==> config.mk <==
export PLATFORM = sky130hd
export DESIGN_NAME = iq_byte_magnitude_flat
export DESIGN_NICKNAME = d
export VERILOG_FILES = /design/src/sv/iqm_pkg.sv /design/src/sv/iqm_stream_if.sv /design/src/sv/iq_byte_magnitude.sv /design/src/flat_wrapper.sv
export SDC_FILE = /design/constraint.sdc
export NUM_CORES = 1
export LEC_CHECK = 0
export BUFFER_PORTS_ARGS = -buffer_cell sky130_fd_sc_hd__buf_2
export CORE_MARGIN = 4
export CORE_UTILIZATION = 60
export CTS_CLUSTER_DIAMETER = 120
export DETAILED_ROUTE_END_ITERATION = 10
export GPL_ROUTABILITY_DRIVEN = 0
export PLACE_DENSITY = 0.9
export RECOVER_POWER = 50
export SLEW_MARGIN = 20
export SYNTH_ARGS = -nofsm -noshare
export SYNTH_HDL_FRONTEND = slang
export SYNTH_SLANG_ARGS = --single-unit
==> constraint.sdc <==
create_clock -name clk -period 3.2 [get_ports clk]
set_clock_uncertainty 0.15 [all_clocks]
set_input_delay 0.32 -clock clk [delete_from_list [all_inputs] [get_ports clk]]
set_output_delay 0.32 -clock clk [all_outputs]
set_load 0.005 [all_outputs]
==> src/sv/iqm_pkg.sv <==
// iqm_pkg: payload types and fixed constants for the I/Q byte magnitude block.
// No dependencies; used by iq_byte_magnitude and by whoever binds its channels.
`default_nettype none

package iqm_pkg;

  // One input request: unsigned I/Q bytes and end-of-buffer flag
  typedef struct packed {
    logic [7:0] i_byte;
    logic [7:0] q_byte;
    logic       last_in;
  } sample_t;

  // One result: Q16 magnitude and copied flag
  typedef struct packed {
    logic [15:0] magnitude;
    logic        last_out;
  } mag_t;

  // DC bias after reset: 127.4 * 256 rounded toward zero
  localparam logic [15:0] DC_OFFSET_RESET = 16'd32614;

  localparam int unsigned Q15_W  = 16;             // signed I and Q
  localparam int unsigned SQ_W   = 31;             // one square, at most 2^30
  localparam int unsigned ACC_W  = 32;             // Q30 sum, at most 2^31
  localparam int unsigned RAD_W  = ACC_W + 2;      // 4 * sum fed to the root
  localparam int unsigned ROOT_W = RAD_W / 2;      // root bits, one per stage
  localparam int unsigned REM_W  = ROOT_W + 2;     // partial remainder <= 2*root
  localparam int unsigned TRY_W  = REM_W + 2;      // remainder with next digit pair

endpackage

`default_nettype wire

==> src/sv/iqm_stream_if.sv <==
// iqm_stream_if: valid/ready channel with a payload of type T.
// No dependencies; carries iqm_pkg payload types or a plain register word.
`default_nettype none

interface iqm_stream_if #(
  parameter type T = logic
) ();
  logic valid;
  logic ready;
  T     data;

  modport source (output valid, output data, input ready);
  modport sink   (input valid, input data, output ready);
endinterface

`default_nettype wire

==> src/sv/iq_byte_magnitude.sv <==
// iq_byte_magnitude: streaming magnitude of unsigned 8-bit I/Q pairs.
// Depends on iqm_pkg (types, constants) and iqm_stream_if (channels).
//
//   channel  | dir | payload                          | request taken when
//   ---------+-----+----------------------------------+----------------------
//   samples  | in  | iqm_pkg::sample_t                | valid && ready
//   mags     | out | iqm_pkg::mag_t                   | valid && ready
//   cfg      | in  | dc_offset, 16 bit                | valid && ready (always)
//
// One request per clock while mags keeps up. Each request passes bias subtract,
// squaring, sum, then one root bit per stage through 17 stages, then the
// output register. The whole pipe advances together; a two-entry output
// (register plus skid) absorbs one request when mags stalls, after which
// samples.ready drops until the skid drains. Synchronous reset clears all
// valid bits and reloads dc_offset; payload registers are not reset.
`default_nettype none

module iq_byte_magnitude (
  input  wire logic   clk,
  input  wire logic   rst,
  iqm_stream_if.sink   samples,
  iqm_stream_if.source mags,
  iqm_stream_if.sink   cfg
);

  localparam int unsigned NSTG = iqm_pkg::ROOT_W;

  // ---------------------------------------------------------------------
  // Config register
  // ---------------------------------------------------------------------
  logic [15:0] dc_offset;

  assign cfg.ready = 1'b1;

  always_ff @(posedge clk) begin
    if (rst) begin
      dc_offset <= iqm_pkg::DC_OFFSET_RESET;
    end else if (cfg.valid) begin
      dc_offset <= cfg.data;
    end
  end

  // Pipe advances whenever the skid is empty
  logic skid_vld;
  logic pipe_en;

  assign pipe_en       = !skid_vld;
  assign samples.ready = pipe_en;

  // ---------------------------------------------------------------------
  // Stage 1: remove DC bias, wraps mod 2^16, read as Q15
  // ---------------------------------------------------------------------
  logic                                   vld1;
  logic                                   last1;
  logic signed [iqm_pkg::Q15_W-1:0]       iv1;
  logic signed [iqm_pkg::Q15_W-1:0]       qv1;
  iqm_pkg::sample_t                       smp;

  assign smp = samples.data;

  always_ff @(posedge clk) begin
    if (rst) begin
      vld1 <= 1'b0;
    end else if (pipe_en) begin
      vld1 <= samples.valid;
    end
  end

  always_ff @(posedge clk) begin
    if (pipe_en) begin
      last1 <= smp.last_in;
      iv1   <= $signed({smp.i_byte, 8'h00} - dc_offset);
      qv1   <= $signed({smp.q_byte, 8'h00} - dc_offset);
    end
  end

  // ---------------------------------------------------------------------
  // Stage 2: squares (16x16 signed, always non-negative)
  // ---------------------------------------------------------------------
  logic                        vld2;
  logic                        last2;
  logic [iqm_pkg::SQ_W-1:0]    isq2;
  logic [iqm_pkg::SQ_W-1:0]    qsq2;
  logic signed [31:0]          iprod;
  logic signed [31:0]          qprod;

  assign iprod = iv1 * iv1;
  assign qprod = qv1 * qv1;

  always_ff @(posedge clk) begin
    if (rst) begin
      vld2 <= 1'b0;
    end else if (pipe_en) begin
      vld2 <= vld1;
    end
  end

  always_ff @(posedge clk) begin
    if (pipe_en) begin
      last2 <= last1;
      isq2  <= iprod[iqm_pkg::SQ_W-1:0];
      qsq2  <= qprod[iqm_pkg::SQ_W-1:0];
    end
  end

  // ---------------------------------------------------------------------
  // Stage 3: Q30 sum of squares
  // ---------------------------------------------------------------------
  logic                        vld3;
  logic                        last3;
  logic [iqm_pkg::ACC_W-1:0]   sum3;

  always_ff @(posedge clk) begin
    if (rst) begin
      vld3 <= 1'b0;
    end else if (pipe_en) begin
      vld3 <= vld2;
    end
  end

  always_ff @(posedge clk) begin
    if (pipe_en) begin
      last3 <= last2;
      sum3  <= {1'b0, isq2} + {1'b0, qsq2};
    end
  end

  // ---------------------------------------------------------------------
  // Square root of 4*sum, one result bit per stage (restoring method)
  // ---------------------------------------------------------------------
  logic                         sq_vld  [NSTG];
  logic                         sq_last [NSTG];
  logic [iqm_pkg::RAD_W-1:0]    sq_rad  [NSTG];
  logic [iqm_pkg::REM_W-1:0]    sq_rem  [NSTG];
  logic [iqm_pkg::ROOT_W-1:0]   sq_root [NSTG];

  for (genvar k = 0; k < NSTG; k++) begin : g_root
    logic                        v_in;
    logic                        l_in;
    logic [iqm_pkg::RAD_W-1:0]   rad_in;
    logic [iqm_pkg::REM_W-1:0]   rem_in;
    logic [iqm_pkg::ROOT_W-1:0]  root_in;
    logic [iqm_pkg::TRY_W-1:0]   part;
    logic [iqm_pkg::TRY_W-1:0]   trial;
    logic [iqm_pkg::TRY_W-1:0]   diff;
    logic                        take;

    if (k == 0) begin : g_first
      assign v_in    = vld3;
      assign l_in    = last3;
      assign rad_in  = {sum3, 2'b00};
      assign rem_in  = '0;
      assign root_in = '0;
    end else begin : g_next
      assign v_in    = sq_vld[k-1];
      assign l_in    = sq_last[k-1];
      assign rad_in  = sq_rad[k-1];
      assign rem_in  = sq_rem[k-1];
      assign root_in = sq_root[k-1];
    end

    // bring down the next digit pair and try root*4+1
    assign part  = {rem_in, rad_in[iqm_pkg::RAD_W-1 -: 2]};
    assign trial = {{(iqm_pkg::TRY_W-iqm_pkg::ROOT_W-2){1'b0}}, root_in, 2'b01};
    assign diff  = part - trial;
    assign take  = (part >= trial);

    always_ff @(posedge clk) begin
      if (rst) begin
        sq_vld[k] <= 1'b0;
      end else if (pipe_en) begin
        sq_vld[k] <= v_in;
      end
    end

    always_ff @(posedge clk) begin
      if (pipe_en) begin
        sq_last[k] <= l_in;
        sq_rad[k]  <= {rad_in[iqm_pkg::RAD_W-3:0], 2'b00};
        sq_rem[k]  <= take ? diff[iqm_pkg::REM_W-1:0] : part[iqm_pkg::REM_W-1:0];
        sq_root[k] <= {root_in[iqm_pkg::ROOT_W-2:0], take};
      end
    end
  end

  // ---------------------------------------------------------------------
  // Saturate and hand off through output register plus skid
  // ---------------------------------------------------------------------
  iqm_pkg::mag_t res;
  iqm_pkg::mag_t out_data;
  iqm_pkg::mag_t skid_data;
  logic          out_vld;
  logic          arrive;

  assign res.magnitude = sq_root[NSTG-1][iqm_pkg::ROOT_W-1] ? 16'hFFFF
                                                            : sq_root[NSTG-1][15:0];
  assign res.last_out  = sq_last[NSTG-1];
  assign arrive        = pipe_en && sq_vld[NSTG-1];

  always_ff @(posedge clk) begin
    if (rst) begin
      out_vld  <= 1'b0;
      skid_vld <= 1'b0;
    end else if (!out_vld || mags.ready) begin
      if (skid_vld) begin
        out_vld  <= 1'b1;
        skid_vld <= 1'b0;
      end else begin
        out_vld  <= arrive;
      end
    end else if (arrive) begin
      skid_vld <= 1'b1;
    end
  end

  always_ff @(posedge clk) begin
    if (!out_vld || mags.ready) begin
      out_data <= skid_vld ? skid_data : res;
    end
    if (out_vld && !mags.ready && arrive) begin
      skid_data <= res;
    end
  end

  assign mags.valid = out_vld;
  assign mags.data  = out_data;

  // ---------------------------------------------------------------------
  // Checks
  // ---------------------------------------------------------------------
  a_skid_behind_out: assert property (@(posedge clk) disable iff (rst)
    skid_vld |-> out_vld)
    else $error("skid holds a result while output register is empty");

  a_skid_catches: assert property (@(posedge clk) disable iff (rst)
    out_vld && !mags.ready && arrive |=> skid_vld)
    else $error("result leaving the pipe was not caught by the skid");

  a_stall_holds: assert property (@(posedge clk) disable iff (rst)
    skid_vld |=> $stable(sq_root[NSTG-1]) && $stable(sq_vld[NSTG-1]))
    else $error("pipe moved while stalled");

endmodule

`default_nettype wire
==> src/flat_wrapper.sv <==
// flat-port wrapper written by rule: the top's interface ports become plain ports
module iq_byte_magnitude_flat 
  (clk, rst, samples_valid, samples_data, samples_ready, mags_valid, mags_data, mags_ready, cfg_valid, cfg_data, cfg_ready);
  iqm_stream_if samples_i ();
  iqm_stream_if mags_i ();
  iqm_stream_if cfg_i ();
  input  wire logic clk;
  input  wire logic rst;
  input wire logic [$bits(samples_i.valid)-1:0] samples_valid;
  input wire logic [$bits(samples_i.data)-1:0] samples_data;
  output wire logic [$bits(samples_i.ready)-1:0] samples_ready;
  output wire logic [$bits(mags_i.valid)-1:0] mags_valid;
  output wire logic [$bits(mags_i.data)-1:0] mags_data;
  input wire logic [$bits(mags_i.ready)-1:0] mags_ready;
  input wire logic [$bits(cfg_i.valid)-1:0] cfg_valid;
  input wire logic [$bits(cfg_i.data)-1:0] cfg_data;
  output wire logic [$bits(cfg_i.ready)-1:0] cfg_ready;
  assign samples_i.valid = samples_valid;
  assign samples_i.data = samples_data;
  assign samples_ready = samples_i.ready;
  assign mags_valid = mags_i.valid;
  assign mags_data = mags_i.data;
  assign mags_i.ready = mags_ready;
  assign cfg_i.valid = cfg_valid;
  assign cfg_i.data = cfg_data;
  assign cfg_ready = cfg_i.ready;
  iq_byte_magnitude u_core (.clk(clk), .rst(rst), .samples(samples_i), .mags(mags_i), .cfg(cfg_i));
endmodule
==> results of run 1 <==
-- layer usage --
layer / GRT usage (%) / up-vias
met2: 18.6 / 20
met5: 0 / -
met1: 17.0 / 291
met3: 5.26 / 9
li1: - / 305
met4: 12.0 / 0
-- stage by stage --
| stage | power (mW) | area [µm²] | utilization [%] | setup slack [ns] | hold WS [ns] |
|---|---|---|---|---|---|
| floorplan | 0.659 | 1550 | - | 1.81 | 0.239 |
| global placement | 0.664 | 1590 | 64.1 | 1.51 | 0.257 |
| detailed placement | 0.664 | 1590 | 64.1 | 1.42 | 0.257 |
| CTS | 0.928 | 1660 | 66.9 | 1.03 | 0.0505 |
| global route | 0.955 | 1640 | 66.1 | 0.987 | 0.0513 |
| finish | 0.915 | 1640 | 66.1 | 1.13 | 0.0589 |
-- layout by cell type, fill, tap and decap left out, drive strengths merged --
cell | synthesis | final
dfxtp | 5 | 5
nand2b | 2 | 2
clkbuf | 0 | 8
buf | 3 | 7
nor3 | 1 | 1
nor2 | 5 | 5
edfxtp | 39 | 39
a21oi | 1 | 1
conb | 1 | 1
mux2 | 1 | 1
inv | 1 | 1
nor3b | 1 | 1
and2 | 17 | 17
mux2i | 3 | 3
dlygate4sd3 | 0 | 1
-- critical path: stages, from the launching register on --
cell	delay [ns]
dfxtp_1	0.43
inv_1	0.58
buf_2	0.23
-- path summary, 6_finish.rpt --
kind | endpoint | start | slack (ns) | cells after the start
setup / recovery | samples_ready | u_core.skid_vld | 1.13 | 2
hold / removal | u_core.vld1 | rst | 0.06 | 2
setup reg to reg | u_core.sq_vld[7] | u_core.skid_vld | 1.58 | 1
hold reg to reg | u_core.sq_last[0][11] | u_core.sq_last[0][10] | 0.27 | 0
-- synth_stat cells --
library cell  count
mux2_1            1
and2_4           10
nor3b_1           1
nor3_1            1
nand2b_1          2
nor2_1            4
and2_2            7
conb_1            1
nor2_4            1
edfxtp_1         39
a21oi_1           1
buf_4             1
mux2i_1           3
dfxtp_1           5
buf_6             2
inv_1             1
-- final cells by class --
class / count / area, µm² / share of cell area (%)
sequential: 44 / 1270 / 77.6
multi-input combinational: 32 / 221 / 13.5
clock buffer: 8 / 58.8 / 3.59
timing repair buffer: 8 / 45.0 / 2.75
tap: 30 / 37.5 / 2.29
inverter: 1 / 3.75 / 0.229
-- report_power, final --
part | internal (mW) | leakage (nW) | total (mW) | switching, mW
logic | 0.00510 | 0.118 | 0.0105 | 0.00539
registers | 0.635 | 0.482 | 0.641 | 0.00534
clock network | 0.109 | 0.0326 | 0.264 | 0.155
total | 0.749 | 0.633 | 0.915 | 0.166
-- cells by family after synthesis --
group / Yosys count / synth area share [%]
compound gates: 1 / 0.323
buf+inv: 4 / 2.18
flops: 44 / 82.2
mux: 4 / 2.67
other cells: 1 / 0.242
simple gates: 26 / 12.4
==> qor.csv, run 1 <==
stage,metric,value,unit
die,core area,2480,µm²
cts,Longest Clk Path Bufs,2,
cts,Num CTS Buffers,5,
worst_setup_path,critical setup path kind,reg -> out,
sta,Final Slew Violations,0,
yosys,post-synth net total,87,
detailed_routing,WL met3,124,µm
detailed_routing,Vias/cell,5.08,
worst_setup_path,CP Capture Type,output port,
sta,final hold violation count,0,
final_layout,share of layout cells above drive strength 1,31.2,%
job,maxcap violations,0,
global_route,vias in the first global route,638,
placed_design,Cells after DPL,114,
die,chip width,58.8,µm
yosys,share of the synthesized area in the top cell type,75.7,%
sta,max_slew headroom,48.5,%
power,worst vdd ir,0.389,mV
sta,period utilization,64.7,%
power,Cell Pwr Density,559,nW/µm²
detailed_routing,Highest Signal Layer,met4,
detailed_routing,M1 WL,868,µm
detailed_routing,DR iter-0 viols,24,
yosys,Synth cell types,16,
yosys,synthesized area,1550,µm²
worst_setup_path,worst-path maximum fanout,21,
cts,post-CTS sizing,0,
final_layout,number of diodes,0,
worst_setup_path,crit path DAT,1.60,ns
status,status,finished clean,
global_route,pin count of the biggest net entering global routing,22,
final_layout,Top Registers,"u_core.sq_last: 17 flops, u_core.sq_vld: 17 flops",
cts,Worst-Skew Late Latency,0.35,ns
final_layout,Syn-to-layout area delta,5.91,%
detailed_routing,Remaining DRCs,0,
min_path,Hold Crit Class,in -> reg,
final_layout,Filler Cells Inserted,167,
sta,min Tclk post-route,2.07,ns
die,Initial Util,62.4,%
die,io pins,11,
die,die area,3450,µm²
yosys,cell taking the most area after synthesis,edfxtp_1,
sta,slew of the pin with the lowest slew margin,0.773,ns
yosys,largest cells by area after synthesis,"edfxtp_1 (76%), dfxtp_1 (6.5%), and2_4 (5.7%)",
cts,CTS tree,done,
yosys,"Seq/Total Area, Yosys",82.2,%
sta,setup TNS,0,ns
yosys,warnings from Yosys,0,
global_route,initial antenna violation count,0,
global_route,total gr overflow,0,
detailed_routing,TritonRoute pass-1 iters,4,
detailed_routing,routed length on met2,827,µm
cts,Root Driver,clkbuf_4,
power,Pleak,0.633,nW
final_layout,"non-filler cells, final",123,
cts,postcts setup bufs,0,
yosys,Post-Syn Instances,80,
detailed_routing,via count,625,
yosys,Synth Register Bits,44,
cts,"Reg clk slew, reported paths",0.11,ns
placed_design,DP HPWL,1160,µm
die,Vert. Die Dim,58.8,µm
worst_setup_path,CP required,2.73,ns
detailed_routing,antenna-violating nets left,0,
cts,H-tree levels,2,
cts,Post-CTS Hold Buffers,1,
final_layout,fin nets,99,
cts,CTS sink count,44,
global_route,first-pass GRT wire length,3110,µm
global_route,total global-route track usage,13.7,%
detailed_routing,Total Wirelength,1910,µm
placed_design,IO Port Bufs,7,
sta,f_max,483,MHz
detailed_routing,routed length per instance,15.6,µm
sta,final setup fails,0,
worst_setup_path,Startpoint Class,flip-flop,
yosys,Avg Inst Size Synth,19.3,µm²
die,FP Rows,18,
sta,unrepaired setup endpoints after global routing,false,
Power figures use the tool's default switching activity.
==> run 2, diff against run 1 <==
--- a/config.mk
+++ b/config.mk
@@ -7,11 +7,11 @@
 export LEC_CHECK = 0
 export BUFFER_PORTS_ARGS = -buffer_cell sky130_fd_sc_hd__buf_2
 export CORE_MARGIN = 4
-export CORE_UTILIZATION = 60
+export CORE_UTILIZATION = 57
 export CTS_CLUSTER_DIAMETER = 120
 export DETAILED_ROUTE_END_ITERATION = 10
 export GPL_ROUTABILITY_DRIVEN = 0
-export PLACE_DENSITY = 0.9
+export PLACE_DENSITY = 0.87
 export RECOVER_POWER = 50
 export SLEW_MARGIN = 20
 export SYNTH_ARGS = -nofsm -noshare
==> constraint.sdc (replaced) <==
create_clock -name clk -period 2.17 [get_ports clk]
set_clock_uncertainty 0.15 [all_clocks]
set_input_delay 0.217 -clock clk [delete_from_list [all_inputs] [get_ports clk]]
set_output_delay 0.217 -clock clk [all_outputs]
set_load 0.005 [all_outputs]
==> qor.csv, run 2 (synthesized netlist as in run 1, its figures left out) <==
stage,metric,value,unit,change
min_path,Hold Crit Class,in -> reg,,unchanged
sta,setup TNS,0,ns,unchanged
worst_setup_path,worst-path maximum fanout,17,,was 21
detailed_routing,DR iter-0 viols,23,,was 24
final_layout,Storage cell area,1270,µm²,about the same
final_layout,fin nets,103,,was 99
sta,final hold violation count,0,,unchanged
status,status,finished clean,,unchanged
worst_setup_path,path depth of the worst reg2reg path,2,,was 1
placed_design,Place WS,0.477,ns,was 1.42 ns
power,Pleak,0.658,nW,was 0.633 nW
final_layout,number of diodes,0,,unchanged
cts,Worst-Skew Late Latency,0.34,ns,was 0.35 ns
sta,max_slew headroom,43.5,%,was 48.5%
worst_setup_path,r2r endpoint,u_core.sq_vld[4],,was u_core.sq_vld[7]
worst_setup_path,worst r2r src,u_core.skid_vld,,unchanged
final_layout,Top Registers,"u_core.sq_last: 17 flops, u_core.sq_vld: 17 flops",,unchanged
final_layout,Syn-to-layout area delta,10.7,%,was 5.91%
sta,period utilization,83.0,%,
detailed_routing,Total Wirelength,1920,µm,was 1910 µm
die,FP Rows,18,,unchanged
detailed_routing,Vias/cell,4.98,,was 5.08
worst_setup_path,CP required,2.23,ns,was 2.73 ns
die,Vert. Die Dim,60.1,µm,was 58.8 µm
sta,unrepaired setup endpoints after global routing,false,,unchanged
cts,H-tree levels,2,,unchanged
global_route,total gr overflow,0,,unchanged
cts,"Reg clk slew, reported paths",0.14,ns,was 0.11 ns
die,io pins,11,,unchanged
min_path,worst hold endpoint,u_core.skid_vld,,was u_core.vld1
global_route,pin count of the biggest net entering global routing,22,,unchanged
final_layout,Filler Cells Inserted,170,,was 167
cts,Num CTS Buffers,5,,unchanged
final_layout,"most common cell after layout, fill and taps aside",edfxtp_1,,unchanged
sta,slew of the pin with the lowest slew margin,0.844,ns,was 0.773 ns
final_layout,share of layout cells above drive strength 1,35.1,%,was 31.2%
detailed_routing,via count,633,,was 625
die,core area,2520,µm²,was 2480 µm²
worst_setup_path,"setup slack, reg-to-reg",0.51,ns,was 1.58 ns
power,Cell Pwr Density,860,nW/µm²,was 559 nW/µm²
die,chip width,60.1,µm,was 58.8 µm
global_route,initial antenna violation count,0,,unchanged
worst_setup_path,crit path DAT,1.86,ns,was 1.60 ns
die,die area,3610,µm²,was 3450 µm²
min_path,hold path depth,3,,was 2
placed_design,DP HPWL,1080,µm,was 1160 µm
sta,PnR worst setup slack,0.369,ns,was 1.13 ns
cts,CTS tree,done,,unchanged
detailed_routing,routed length per instance,15.1,µm,was 15.6 µm
final_layout,footprint of the multi-input gates,231,µm²,was 221 µm²
global_route,total global-route track usage,12.4,%,was 13.7%
cts,Root Driver,clkbuf_4,,unchanged
cts,postcts setup bufs,0,,unchanged
worst_setup_path,critical setup path kind,in -> reg,,was reg -> out
power,worst vdd ir,0.703,mV,was 0.389 mV
cts,CTS sink count,44,,unchanged
job,maxcap violations,0,,unchanged
final_layout,highest-count cells in the layout ignoring fill and taps,"edfxtp_1 (39), and2_2 (9), and2_4 (8), buf_2 (6)",,"was edfxtp_1 (39), and2_2 (15), buf_2 (7)"
worst_setup_path,CP Capture Type,flip-flop,,was output port
detailed_routing,antenna-violating nets left,0,,unchanged
die,Initial Util,61.3,%,was 62.4%
placed_design,IO Port Bufs,7,,unchanged
min_path,Worst Min Path Start,mags_ready,,was rst
global_route,first-pass GRT wire length,3100,µm,was 3110 µm
sta,f_max,555,MHz,
global_route,vias in the first global route,656,,was 638
sta,final setup fails,0,,unchanged
sta,min Tclk post-route,1.80,ns,
detailed_routing,TritonRoute pass-1 iters,4,,unchanged
cts,Longest Clk Path Bufs,2,,unchanged
worst_setup_path,Startpoint Class,input pin,,was flip-flop
sta,Final Slew Violations,0,,unchanged
detailed_routing,Remaining DRCs,0,,unchanged
## run 2: cell count changes in the layout (fill, tap and decap cells not counted), sizes merged
| cell | before | now |
|---|---|---|
| clkinvlp | 0 | 3 |
| dlygate4sd3 | 1 | 4 |
| clkbuf | 8 | 6 |
| buf | 7 | 6 |
| bufinv | 0 | 1 |
## run 2: worst max-delay path by stage
stage | to | slack (ns) | cells past startpoint | startpoint
detailed placement | u_core.sq_vld[7] | 0.48 | 1 | u_core.skid_vld
floorplan | u_core.g_root[0].l_in | 0.78 | 2 | u_core.skid_vld
global route | u_core.sq_vld[4] | 0.26 | 4 | rst
CTS | samples_ready | 0.10 | 2 | u_core.skid_vld
finish | u_core.sq_vld[4] | 0.37 | 4 | rst
global placement | u_core.sq_vld[4] | 0.58 | 1 | u_core.skid_vld
## run 2: final cells by class
cell class | count | share of cell area (%)
inverters | 1 | 0.439
multi-input cells | 32 | 13.5
flip-flops and latches | 44 | 74.3
repair inverters | 1 | 0.292
repair buffers | 11 | 4.31
clock inverters | 3 | 2.70
clock buffers | 5 | 2.19
well taps | 30 | 2.19
## run 2: where the power goes
group | internal, mW | total [mW] | switching, mW
registers | 0.937 | 0.945 | 0.00821
clock network | 0.246 | 0.506 | 0.259
logic | 0.0111 | 0.0206 | 0.00945
## run 2: metrics by stage
stage          std cells  hold WS (ns)  area, µm²  total power, mW  util, %
2_1_floorplan         80         0.136       1550            0.972        -
3_3_place_gp         114         0.244       1590            0.979     63.0
3_5_place_dp         114         0.245       1590            0.980     63.0
4_1_cts              126        0.0654       1710             1.48     67.9
5_1_grt              127        0.0561       1710             1.52     67.9
6_report             127        0.0679       1710             1.47     67.9
## run 2: critical path: stages
cell and delay (ns):
dlygate4sd3_1 0.54, buf_2 0.16, nor2_1 0.66, and2_2 0.27
## run 2: what timing repair did
item	CTS	global route
gates resized for setup	0	2
endpoints found under the setup margin	0	1
hold buffers	4	0
endpoints found under the hold margin	6	0
## run 2: metal layers
metal	wire, µm	GRT usage [%]	part of all wire [%]	vias up
met3	93	5.18	4.9	2
met5	0	0	0	-
li1	-	-	-	312
met4	19	4.75	0.99	0
met2	856	17.7	45	13
met1	947	16.9	49	306
==> run 3, diff against run 2 <==
--- a/config.mk
+++ b/config.mk
@@ -7,11 +7,11 @@
 export LEC_CHECK = 0
 export BUFFER_PORTS_ARGS = -buffer_cell sky130_fd_sc_hd__buf_2
 export CORE_MARGIN = 4
-export CORE_UTILIZATION = 57
+export CORE_UTILIZATION = 51
 export CTS_CLUSTER_DIAMETER = 120
 export DETAILED_ROUTE_END_ITERATION = 10
 export GPL_ROUTABILITY_DRIVEN = 0
-export PLACE_DENSITY = 0.87
+export PLACE_DENSITY = 0.83
 export RECOVER_POWER = 50
 export SLEW_MARGIN = 20
 export SYNTH_ARGS = -nofsm -noshare
==> constraint.sdc (replaced) <==
create_clock -name clk -period 1.5 [get_ports clk]
set_clock_uncertainty 0.15 [all_clocks]
set_input_delay 0.15 -clock clk [delete_from_list [all_inputs] [get_ports clk]]
set_output_delay 0.15 -clock clk [all_outputs]
set_load 0.005 [all_outputs]
==> qor.csv, run 3 (synthesized netlist as in run 1, its figures left out) <==
stage,metric,value,unit,change
die,chip width,63.1,µm,was 60.1 µm
placed_design,IO Port Bufs,7,,unchanged
sta,final setup fails,0,,unchanged
sta,f_max,683,MHz,
die,FP Rows,19,,was 18
worst_setup_path,"Largest stage delay, worst path",0.55,ns,was 0.66 ns
global_route,vias in the first global route,672,,was 656
min_path,Hold Crit Class,reg -> reg,,was in -> reg
final_layout,"most common cell after layout, fill and taps aside",edfxtp_1,,unchanged
power,Cell Pwr Density,1170,nW/µm²,was 860 nW/µm²
placed_design,DP HPWL,1070,µm,was 1080 µm
cts,Root Driver,clkbuf_4,,unchanged
die,Vert. Die Dim,63.1,µm,was 60.1 µm
sta,period utilization,97.6,%,
detailed_routing,via count,678,,was 633
detailed_routing,antenna-violating nets left,0,,unchanged
cts,H-tree levels,2,,unchanged
worst_setup_path,CP required,1.60,ns,was 2.23 ns
final_layout,share of layout cells above drive strength 1,38.8,%,was 35.1%
cts,"Reg clk slew, reported paths",0.12,ns,was 0.14 ns
sta,min Tclk post-route,1.46,ns,
global_route,total gr overflow,0,,unchanged
power,worst vdd ir,0.743,mV,was 0.703 mV
detailed_routing,DR iter-0 viols,27,,was 23
worst_setup_path,critical setup path kind,reg -> reg,,was in -> reg
detailed_routing,Remaining DRCs,0,,unchanged
final_layout,Storage cell area,1270,µm²,about the same
sta,PnR worst setup slack,0.0367,ns,was 0.369 ns
worst_setup_path,slowest CP cell,dlygate4sd3_1,,was nor2_1
die,Initial Util,54.7,%,was 61.3%
die,io pins,11,,unchanged
final_layout,fin nets,109,,was 103
final_layout,Syn-to-layout area delta,16.1,%,was 10.7%
placed_design,Place WS,0.137,ns,was 0.477 ns
placed_design,Cells after DPL,117,,was 114
cts,Longest Clk Path Bufs,2,,unchanged
final_layout,Top Registers,"u_core.sq_last: 17 flops, u_core.sq_vld: 17 flops",,unchanged
sta,Final Slew Violations,0,,unchanged
final_layout,number of diodes,0,,unchanged
status,status,finished clean,,unchanged
worst_setup_path,worst-path maximum fanout,8,,was 17
cts,CTS sink count,44,,unchanged
global_route,first-pass GRT wire length,3130,µm,was 3100 µm
sta,final hold violation count,0,,unchanged
final_layout,Filler Cells Inserted,199,,was 170
cts,CTS tree,done,,unchanged
global_route,total global-route track usage,11.0,%,was 12.4%
final_layout,footprint of the multi-input gates,241,µm²,was 231 µm²
cts,Worst-Skew Late Latency,0.35,ns,was 0.34 ns
sta,hold slack,0.284,ns,was 0.0679 ns
global_route,pin count of the biggest net entering global routing,22,,unchanged
die,core area,2830,µm²,was 2520 µm²
global_route,initial antenna violation count,0,,unchanged
worst_setup_path,CP Capture Type,flip-flop,,unchanged
worst_setup_path,crit path DAT,1.57,ns,was 1.86 ns
cts,Num CTS Buffers,5,,unchanged
worst_setup_path,crit-path cells,mux2i_1 > nor2_1 > dlygate4sd3_1,,was dlygate4sd3_1 > buf_2 > nor2_1 > and2_2
detailed_routing,TritonRoute pass-1 iters,4,,unchanged
job,maxcap violations,0,,unchanged
final_layout,highest-count cells in the layout ignoring fill and taps,"edfxtp_1 (39), and2_4 (10), and2_2 (7), buf_2 (7)",,"was edfxtp_1 (39), and2_2 (9), and2_4 (8), buf_2 (6)"
detailed_routing,routed length per instance,14.6,µm,was 15.1 µm
detailed_routing,Vias/cell,5.06,,was 4.98
die,die area,3980,µm²,was 3610 µm²
detailed_routing,Total Wirelength,1960,µm,was 1920 µm
power,Pleak,0.715,nW,was 0.658 nW
power,total power,2.09,mW,was 1.47 mW
final_layout,"non-filler cells, final",134,,was 127
worst_setup_path,Startpoint Class,flip-flop,,was input pin
## run 3: area by class of cell
| cell class | count | share of cell area [%] |
|---|---|---|
| clock buffers | 6 | 2.30 |
| repair buffers | 18 | 8.92 |
| well taps | 31 | 2.16 |
| inverters | 1 | 0.209 |
| multi-input cells | 32 | 13.4 |
| clock inverters | 2 | 1.95 |
| flip-flops and latches | 44 | 71.0 |
## run 3: timing repair
item / CTS / global route
hold buffers: 5 / 0
endpoints found under the setup margin: 1 / 2
resized for setup: 3 / 3
endpoints found under the hold margin: 6 / 0
setup buffers: 0 / 3
cloned: 0 / 1
## run 3: per-layer routing
layer / global-route usage, % / wire length [µm]
met1: 14.5 / 949
met5: 0 / 0
met4: 8.26 / 60
met3: 4.26 / 86
met2: 14.6 / 860
## run 3: path summary, 6_finish.rpt
kind	start	end	slack, ns	depth (start not counted)
setup / recovery	u_core.skid_vld	u_core.vld1	0.04	3
setup reg to reg	u_core.skid_vld	u_core.vld1	0.04	3
hold reg to reg	u_core.sq_last[0][5]	u_core.sq_last[0][6]	0.28	0
hold / removal	u_core.sq_last[0][5]	u_core.sq_last[0][6]	0.28	0
## run 3: metrics by stage
step | instance area [µm²] | utilization (%) | setup TNS, ns
floorplan | 1550 | - | 0
global placement | 1610 | 56.7 | 0
detailed placement | 1610 | 56.7 | 0
CTS | 1740 | 61.5 | 0
global route | 1800 | 63.5 | -0.00192
finish | 1800 | 63.5 | 0
## run 3: power by group
group,leakage (nW),total (mW),internal [mW],switching [mW]
combinational,0.190,0.0338,0.0188,0.0150
clock,0.0422,0.695,0.350,0.346
sequential,0.483,1.36,1.35,0.0111
## run 3: critical path: cells and delay by family, from the launching register on
kind,cells,cell delay (ns)
AND/OR/NAND/NOR,1,0.06
multiplexers,1,0.20
buffers and inverters,1,0.55
flip-flops,1,0.42
